==> src/rtl/tcmv_pkg.sv <==
// ----------------------------------------------------------------------------
// tcmv_pkg
// Shared widths, select codes and control/status types for the tile color
// mean and variance core.
// ----------------------------------------------------------------------------
package tcmv_pkg;

    localparam int MAX_SIDE    = 64;
    localparam int SIDE_W      = 7;
    localparam int STORE_DEPTH = MAX_SIDE * MAX_SIDE;
    localparam int ADDR_W      = $clog2(STORE_DEPTH);
    localparam int AREA_W      = 13;
    localparam int PIX_W       = 8;
    localparam int WORD_W      = 3 * PIX_W;
    localparam int SUM_W       = 20;
    localparam int SQ_W        = 2 * PIX_W;
    localparam int SQSUM_W     = SQ_W + 2;
    localparam int TOTAL_W     = 30;
    localparam int DIVISOR_W   = AREA_W + 1;
    localparam int DIV_CNT_W   = $clog2(TOTAL_W);
    localparam int SCORE_W     = 16;

    localparam logic [1:0] SEL_RED   = 2'd0;
    localparam logic [1:0] SEL_GREEN = 2'd1;
    localparam logic [1:0] SEL_BLUE  = 2'd2;
    localparam logic [1:0] SEL_SCORE = 2'd3;

    typedef struct packed {
        logic       load_en;
        logic       tile_clear;
        logic       div_start;
        logic [1:0] div_sel;
        logic       mean_we;
        logic       scan_init;
        logic       scan_rd;
        logic       emit;
    } tcmv_cmd_t;

    typedef struct packed {
        logic last_pix;
        logic scan_last;
        logic scan_busy;
        logic div_busy;
        logic div_done;
        logic out_free;
    } tcmv_sts_t;

endpackage

==> src/rtl/tcmv_ctrl.sv <==
// ----------------------------------------------------------------------------
// tcmv_ctrl
// Sequencer: load, three mean divisions, rescan, score division, emit.
// ----------------------------------------------------------------------------
module tcmv_ctrl (
    input  logic                    aclk,
    input  logic                    aresetn,
    input  logic                    s_valid,
    output tcmv_pkg::tcmv_cmd_t     cmd,
    input  tcmv_pkg::tcmv_sts_t     sts
);

    localparam logic [2:0] ST_LOAD      = 3'd0;
    localparam logic [2:0] ST_DIV_GO    = 3'd1;
    localparam logic [2:0] ST_DIV_WAIT  = 3'd2;
    localparam logic [2:0] ST_SCAN      = 3'd3;
    localparam logic [2:0] ST_SCAN_WAIT = 3'd4;
    localparam logic [2:0] ST_EMIT      = 3'd5;

    logic [2:0] state_reg;
    logic [2:0] state_next;
    logic [1:0] sel_reg;
    logic [1:0] sel_next;

    always_comb begin
        state_next = state_reg;
        sel_next   = sel_reg;
        cmd        = '0;
        cmd.div_sel = sel_reg;
        unique case (state_reg)
            ST_LOAD: begin
                cmd.load_en = 1'b1;
                if (s_valid && sts.last_pix) begin
                    sel_next   = tcmv_pkg::SEL_RED;
                    state_next = ST_DIV_GO;
                end
            end
            ST_DIV_GO: begin
                cmd.div_start = 1'b1;
                state_next    = ST_DIV_WAIT;
            end
            ST_DIV_WAIT: begin
                if (sts.div_done) begin
                    if (sel_reg == tcmv_pkg::SEL_SCORE) begin
                        state_next = ST_EMIT;
                    end else begin
                        cmd.mean_we = 1'b1;
                        if (sel_reg == tcmv_pkg::SEL_BLUE) begin
                            cmd.scan_init = 1'b1;
                            state_next    = ST_SCAN;
                        end else begin
                            sel_next   = sel_reg + 1'b1;
                            state_next = ST_DIV_GO;
                        end
                    end
                end
            end
            ST_SCAN: begin
                cmd.scan_rd = 1'b1;
                if (sts.scan_last) begin
                    state_next = ST_SCAN_WAIT;
                end
            end
            ST_SCAN_WAIT: begin
                if (!sts.scan_busy) begin
                    sel_next   = tcmv_pkg::SEL_SCORE;
                    state_next = ST_DIV_GO;
                end
            end
            ST_EMIT: begin
                if (sts.out_free) begin
                    cmd.emit       = 1'b1;
                    cmd.tile_clear = 1'b1;
                    state_next     = ST_LOAD;
                end
            end
            default: begin
                state_next = ST_LOAD;
            end
        endcase
    end

    always_ff @(posedge aclk) begin
        if (!aresetn) begin
            state_reg <= ST_LOAD;
            sel_reg   <= tcmv_pkg::SEL_RED;
        end else begin
            state_reg <= state_next;
            sel_reg   <= sel_next;
        end
    end

    a_div_start_idle: assert property (@(posedge aclk) disable iff (!aresetn)
        cmd.div_start |-> !sts.div_busy)
        else $error("divider started while busy");

    a_emit_free: assert property (@(posedge aclk) disable iff (!aresetn)
        cmd.emit |-> sts.out_free)
        else $error("result overwritten before taken");

    a_mean_on_done: assert property (@(posedge aclk) disable iff (!aresetn)
        cmd.mean_we |-> sts.div_done && $past(cmd.div_sel) == cmd.div_sel)
        else $error("mean latched without finished division");

    a_scan_follows_init: assert property (@(posedge aclk) disable iff (!aresetn)
        cmd.scan_init |=> cmd.scan_rd)
        else $error("rescan did not start after init");

endmodule

==> config.mk <==
export PLATFORM = sky130hd
export DESIGN_NAME = tcmv_ctrl
export DESIGN_NICKNAME = d
export VERILOG_FILES = /design/src/rtl/tcmv_pkg.sv /design/src/rtl/tcmv_ctrl.sv
export SDC_FILE = /design/constraint.sdc
export NUM_CORES = 1
export LEC_CHECK = 0
export ABC_AREA = 1
export BUFFER_PORTS_ARGS = -buffer_cell sky130_fd_sc_hd__buf_2
export CORE_AREA = 2 2 39 41
export DETAILED_ROUTE_END_ITERATION = 10
export DIE_AREA = 0 0 41 43
export PLACE_DENSITY = 0.58
export SLEW_MARGIN = 20
export SYNTH_ARGS = -nofsm -noshare
export SYNTH_HDL_FRONTEND = slang
export SYNTH_SLANG_ARGS = --single-unit
==> constraint.sdc <==
create_clock -name aclk -period 1.11 [get_ports aclk]
set_input_delay 0.0555 -clock aclk [delete_from_list [all_inputs] [get_ports aclk]]
set_output_delay 0.0555 -clock aclk [all_outputs]
set_load 0.05 [all_outputs]
==> results of run 1 <==
==> final timing paths <==
| path | start | endpoint | slack, ps | depth (start not counted) |
|---|---|---|---|---|
| worst max-delay path | state_reg[1]$_SDFFE_PN0P_ | cmd[7] | -210 | 3 |
| worst min-delay path | aresetn | state_reg[1]$_SDFFE_PN0P_ | 70 | 3 |
| worst max register to register | state_reg[1]$_SDFFE_PN0P_ | sel_reg[1]$_SDFFE_PN0P_ | -120 | 7 |
| worst min register to register | state_reg[2]$_SDFFE_PN0P_ | state_reg[2]$_SDFFE_PN0P_ | 620 | 3 |
==> where the power goes <==
| part | switching, uW | leakage (uW) | internal, uW |
|---|---|---|---|
| logic | 1060 | 0.000364 | 806 |
| clock network | 79.0 | 0.0000150 | 136 |
| registers | 113 | 0.0000443 | 274 |
==> per-stage QoR <==
step                      worst slack (ps)  setup TNS (ps)  power (uW)  cells  instance area [um^2]
after floorplan                       -324           -1170        1340     69                   515
after CTS                             -211           -1410        2320    120                   870
after global routing                  -265           -2300        2660    121                   931
final                                 -207           -1480        2470    121                   931
after global placement                -128            -852        1640    107                   649
after detailed placement              -145            -888        1650    107                   649
==> worst max-delay path, delay by kind of cell, from the launching register on <==
kind | cells | cell delay [ps]
buffers and inverters | 2 | 330
flip-flops | 1 | 360
AND/OR/NAND/NOR | 1 | 320
==> what timing repair did <==
item / in CTS / in global routing
setup buffers: 9 / 1
cloned: 0 / 0
pin swaps: 10 / 8
endpoints found under the setup margin: 12 / 12
resized for setup: 37 / 12
==> cell families (layout without fill, tap and decap cells) <==
kind of cell,count (synthesis),count (layout),share of synthesized area (%)
simple gates,39,39,41.0
buf+inv,14,50,15.5
compound gates,8,8,12.0
flops,5,5,22.9
fa+ha+maj,3,3,8.60
==> final cells by class <==
class | instances | area, um^2
Clock buffer | 4 | 26.3
Timing Repair Buffer | 35 | 304
Multi-Input combinational cell | 50 | 420
Tap cell | 16 | 20.0
Sequential cell | 5 | 116
Fill cell | 116 | 453
Inverter | 11 | 43.8
==> placed cells by master, fill, tap and decap left out, types with 2 or more instances in the layout <==
master,n
clkbuf_4,3
nand2_2,2
nor3_4,3
nand3_4,2
nand3_2,3
inv_1,6
ha_4,2
nor2_1,7
inv_2,4
nand2_1,12
buf_2,9
dfxtp_4,4
buf_6,15
nor2_4,5
buf_4,10
==> routing by layer <==
| layer | GRT usage [%] | wire length, um | vias to the layer above |
|---|---|---|---|
| li1 | - | - | 290 |
| met3 | 3.14 | 39 | 2 |
| met2 | 25.6 | 735 | 13 |
| met4 | 8.00 | 10 | 0 |
| met1 | 18.6 | 497 | 249 |
| met5 | 0 | 0 | - |
==> flow_summary_export.csv, run 1 <==
group,metric,value,unit
timing,rsz0062_at_grt,"true",
layout,largest_register_ffs,3,
status,violations,"negative setup slack",
timing,slew_violations,0,
synthesis,seq_area_frac_synth,22.9,%
synthesis,synth_area,437,um^2
synthesis,synth_common_cells,"nand2_1 (15), nor2_1 (10), inv_1 (9), dfxtp_1 (5), nand3_1 (5)",
synthesis,synth_area_leaders,"dfxtp_1 (23%), nand2_1 (13%), ha_1 (8.6%)",
synthesis,synth_warnings,0,
synthesis,yosysMostFrequentCell,"nand2_1",
clock_tree,htreeDepth,1,
synthesis,synth_edf_count,0,
route,firstDrtPassIters,2,
route,routed_via_density,4.58,
clock_tree,cts_tree,"yes",
die,die_h,43,um
route,ant_nets,0,
flow_run,cap_violations,0,
route,drt_wl_total,1.28,mm
placement,dp_hpwl,843,um
placement,gp_congestion,0.742,
global_route,grt_pass1_wl,1.89,mm
layout,syn2layout_area_growth,113,%
placement,port_buffers,16,
timing,tightest_slew,269,ps
timing,fin_crit_sh,119,%
synthesis,synth_ff_type,"dfxtp_1",
synthesis,yosysUniqueCellTypes,21,
synthesis,synth_top_area_share,22.9,%
critical_path,cpMostUsedCell,"buf_6",
layout,nets,118,
synthesis,syn-num-nets,81,
synthesis,syn_area_per_cell,6.33,um^2
global_route,grt_antenna_before_repair,0,
timing,min_period,1320,ps
critical_path,worst_setup_path_start_kind,"register",
route,num_vias,554,
layout,drive_gt1_share,66.7,%
die,num_rows,14,
critical_path,crit_type,"register to primary output",
min_path,holdCritPathClass,"primary input to register",
clock_tree,cts_buffers,3,
timing,slew_headroom,81.9,%
synthesis,syn_inst,69,
clock_tree,postCtsHoldBufs,0,
critical_path,cp_max_fo,6,
synthesis,ys_ff_latch,5,
die,dieArea,0.00176,mm^2
die,io_pins,18,
critical_path,crit_slowest_cell,"dfxtp_4",
route,wl_per_cell,10.6,um
clock_tree,clkLatencyLatePin,250,ps
pwr,peakVddDrop,0.00136,V
timing,hold_slack,72.4,ps
timing,hold_viol,0,
global_route,grt-ovfl-total,0,
pwr,leakagePower,0.000423,uW
critical_path,arrival,1260,ps
critical_path,crit_chain,"buf_6 > nor4_4 > buf_6",
die,die_x,41,um
clock_tree,cts-root-buf,"clkbuf_4",
global_route,first_global_vias,480,
timing,worst_slack,-207,ps
layout,fin_util,67.3,%
timing,setup_viol,12,
clock_tree,cts.path.max_buffers,2,
status,outcome,"finished with violations",
die,core,0.00138,mm^2
clock_tree,clkSinkCount,5,
die,initial_utilization,31.6,%
clock_tree,clk_pin_slew,40,ps
global_route,globalRouteTotalUtil,15.8,%
critical_path,slowest_delay,360,ps
timing,timing.fmax,759,MHz
critical_path,required,1050,ps
synthesis,yosysTopAreaCell,"dfxtp_1",
critical_path,worstSetupEndpointType,"primary output",
timing,skew,3.11,ps
route,drc,0,
layout,antenna_cells,0,
synthesis,postSynth.asyncResetShare,0,%
pwr,powerDensity,2650,mW/mm^2
global_route,grt_start_max_net_pins,7,
route,drt-initial-drc-count,4,
No activity file was read; power rests on OpenSTA's default activity.
==> run 2, diff against run 1 <==
--- a/config.mk
+++ b/config.mk
@@ -8,4 +8,5 @@
 export ABC_AREA = 1
 export BUFFER_PORTS_ARGS = -buffer_cell sky130_fd_sc_hd__buf_2
+export CAP_MARGIN = 5
 export CORE_AREA = 2 2 39 41
 export DETAILED_ROUTE_END_ITERATION = 10
==> constraint.sdc (replaced) <==
create_clock -name aclk -period 1.11 [get_ports aclk]
set_input_delay 0.111 -clock aclk [delete_from_list [all_inputs] [get_ports aclk]]
set_output_delay 0.111 -clock aclk [all_outputs]
set_load 0.05 [all_outputs]
==> run 2 against run 1 <==
The run still ends with negative setup slack left. Final area fell by 10%. Global-route usage rose by 2.4 points. Cell count fell by 3.3%. Clock skew fell by 0.69 ps. Non-clock buffer count fell by 4. Setup slack got worse by 20 ps. Combinational power fell by 11%. Clock-buffer cell count did not move. Largest cell class unchanged. Critical path type unchanged. Critical path depth did not move. Die area did not move. Sequential cell count did not move.
==> flow_summary_export.csv, run 2 (synthesized netlist as in run 1, its figures left out) <==
group,metric,value,unit
placement,dpl_cell_area,651,um^2
pwr,leakagePower,0.000393,uW
timing,slew_violations,0,
layout,largest_register_ffs,3,
pwr,switching_share,50.9,%
critical_path,worstSetupEndpointType,"primary output",
pwr,p_int,1100,uW
route,routed_via_density,4.69,
global_route,grt_start_max_net_pins,7,
critical_path,required,1000,ps
pwr,comb_power_share,73.9,%
placement,dp_hpwl,864,um
pwr,power_frac_seq,17.1,%
layout,nets,114,
timing,slew_headroom,82.5,%
pwr,powerDensity,2690,mW/mm^2
critical_path,critPathLaunch,"state_reg[1]$_SDFFE_PN0P_",
clock_tree,cts_buffers,3,
die,die_x,41,um
clock_tree,cts-root-buf,"clkbuf_4",
timing,tightest_slew,261,ps
timing,fin_crit_sh,120,%
status,violations,"negative setup slack",
critical_path,r2r_slack,-100,ps
route,drc,0,
clock_tree,clkLatencyLatePin,240,ps
critical_path,arrival,1230,ps
layout,layout_commonest_cell,"nand2_1",
timing,timing.fmax,748,MHz
placement,placed_cells,108,
critical_path,cp_max_fo,5,
route,firstDrtPassIters,2,
die,initial_utilization,31.6,%
route,ant_nets,0,
die,dieArea,0.00176,mm^2
placement,gp_congestion,0.747,
die,die_h,43,um
die,num_rows,14,
global_route,grt_antenna_before_repair,0,
timing,hold_viol,0,
timing,rsz0062_at_grt,"true",
layout,instances_no_fill,117,
global_route,grt-ovfl-total,0,
layout,fin_area,835,um^2
pwr,p_sw,1140,uW
min_path,min_from,"aresetn",
flow_run,cap_violations,0,
layout,drive_gt1_share,57.4,%
timing,worst_slack,-227,ps
pwr,peakVddDrop,0.00156,V
clock_tree,cts_tree,"yes",
layout,antenna_cells,0,
timing,min_period,1340,ps
layout,syn2layout_area_growth,91.1,%
clock_tree,clkSinkCount,5,
pwr,pwr-share-clk,9.0,%
global_route,first_global_vias,560,
route,num_vias,549,
critical_path,worst_setup_path_start_kind,"register",
global_route,globalRouteTotalUtil,18.2,%
clock_tree,htreeDepth,1,
critical_path,crit_type,"register to primary output",
clock_tree,postCtsHoldBufs,0,
global_route,grt_pass1_wl,2.15,mm
route,drt-initial-drc-count,2,
layout,final_cell_mix,"nand2_1 (13), buf_4 (12), buf_2 (9)",
route,wl_per_cell,10.1,um
placement,port_buffers,16,
clock_tree,cts.path.max_buffers,2,
route,drt_wl_total,1.19,mm
die,core,0.00138,mm^2
status,outcome,"finished with violations",
timing,setup_viol,12,
timing,skew,2.42,ps
critical_path,r2r-start,"state_reg[1]$_SDFFE_PN0P_",
clock_tree,clk_pin_slew,40,ps
die,io_pins,18,
min_path,holdCritPathClass,"primary input to register",
-- run 2: changes by cell type in the layout (fill, tap and decap cells not counted), moves of 2 or more --
cell | previous run | this run
nand3_2 | 3 | 0
buf_4 | 10 | 12
buf_6 | 15 | 8
nand3_1 | 1 | 4
inv_1 | 6 | 8
ha_4 | 2 | 0
inv_2 | 4 | 2
-- run 2: worst max-delay path, stage by stage, from the launching register on --
cell     delay, ps
dfxtp_4        350
buf_6          120
nor4_4         310
buf_6          200
-- run 2: cell type report --
type	instances	area, um^2
flip-flops and latches	5	116
inverters	11	43.8
clock buffers	4	26.3
multi-input cells	50	373
well taps	16	20.0
fillers	124	549
repair buffers	31	255
-- run 2: power by group through the flow --
stage / logic, uW / registers, uW / clock network, uW
floorplan: 917 / 403 / 0
CTS: 1600 / 376 / 210
global route: 1820 / 400 / 232
finish: 1660 / 383 / 201
detailed placement: 1300 / 364 / 0
global placement: 1280 / 362 / 0
-- run 2: timing repair --
action / in CTS / in global routing
hold endpoints to repair: 0 / 0
setup buffers: 3 / 2
pin swaps: 6 / 3
gates resized for setup: 29 / 4
setup endpoints to repair: 12 / 12
-- run 2: path summary, 6_finish.rpt --
check                                            endpoint  cells after the start
worst max-delay path                               cmd[0]                      3
worst min-delay path            state_reg[1]$_SDFFE_PN0P_                      3
worst max register to register    sel_reg[0]$_SDFFE_PN0P_                      7
worst min register to register    sel_reg[1]$_SDFFE_PN0P_                      2
-- run 2: per-stage QoR --
stage	TNS [ps]	setup slack [ps]	hold WS, ps	power [uW]	util (%)
finish	-1620	-227	129	2240	60.3
global route	-2770	-309	128	2450	60.3
detailed placement	-700	-99.8	374	1660	47.0
global placement	-539	-89.3	376	1640	47.0
floorplan	-2020	-375	222	1320	-
CTS	-1490	-240	122	2190	58.3
-- run 2: routing by layer --
metal	track usage, %	part of all wire [%]	up-vias	wire (um)
li1	-	-	286	-
met1	17.5	39	250	460
met2	33.1	58	13	683
met3	7.85	3.6	0	43
met4	4.00	0	0	0
met5	0	0	-	0
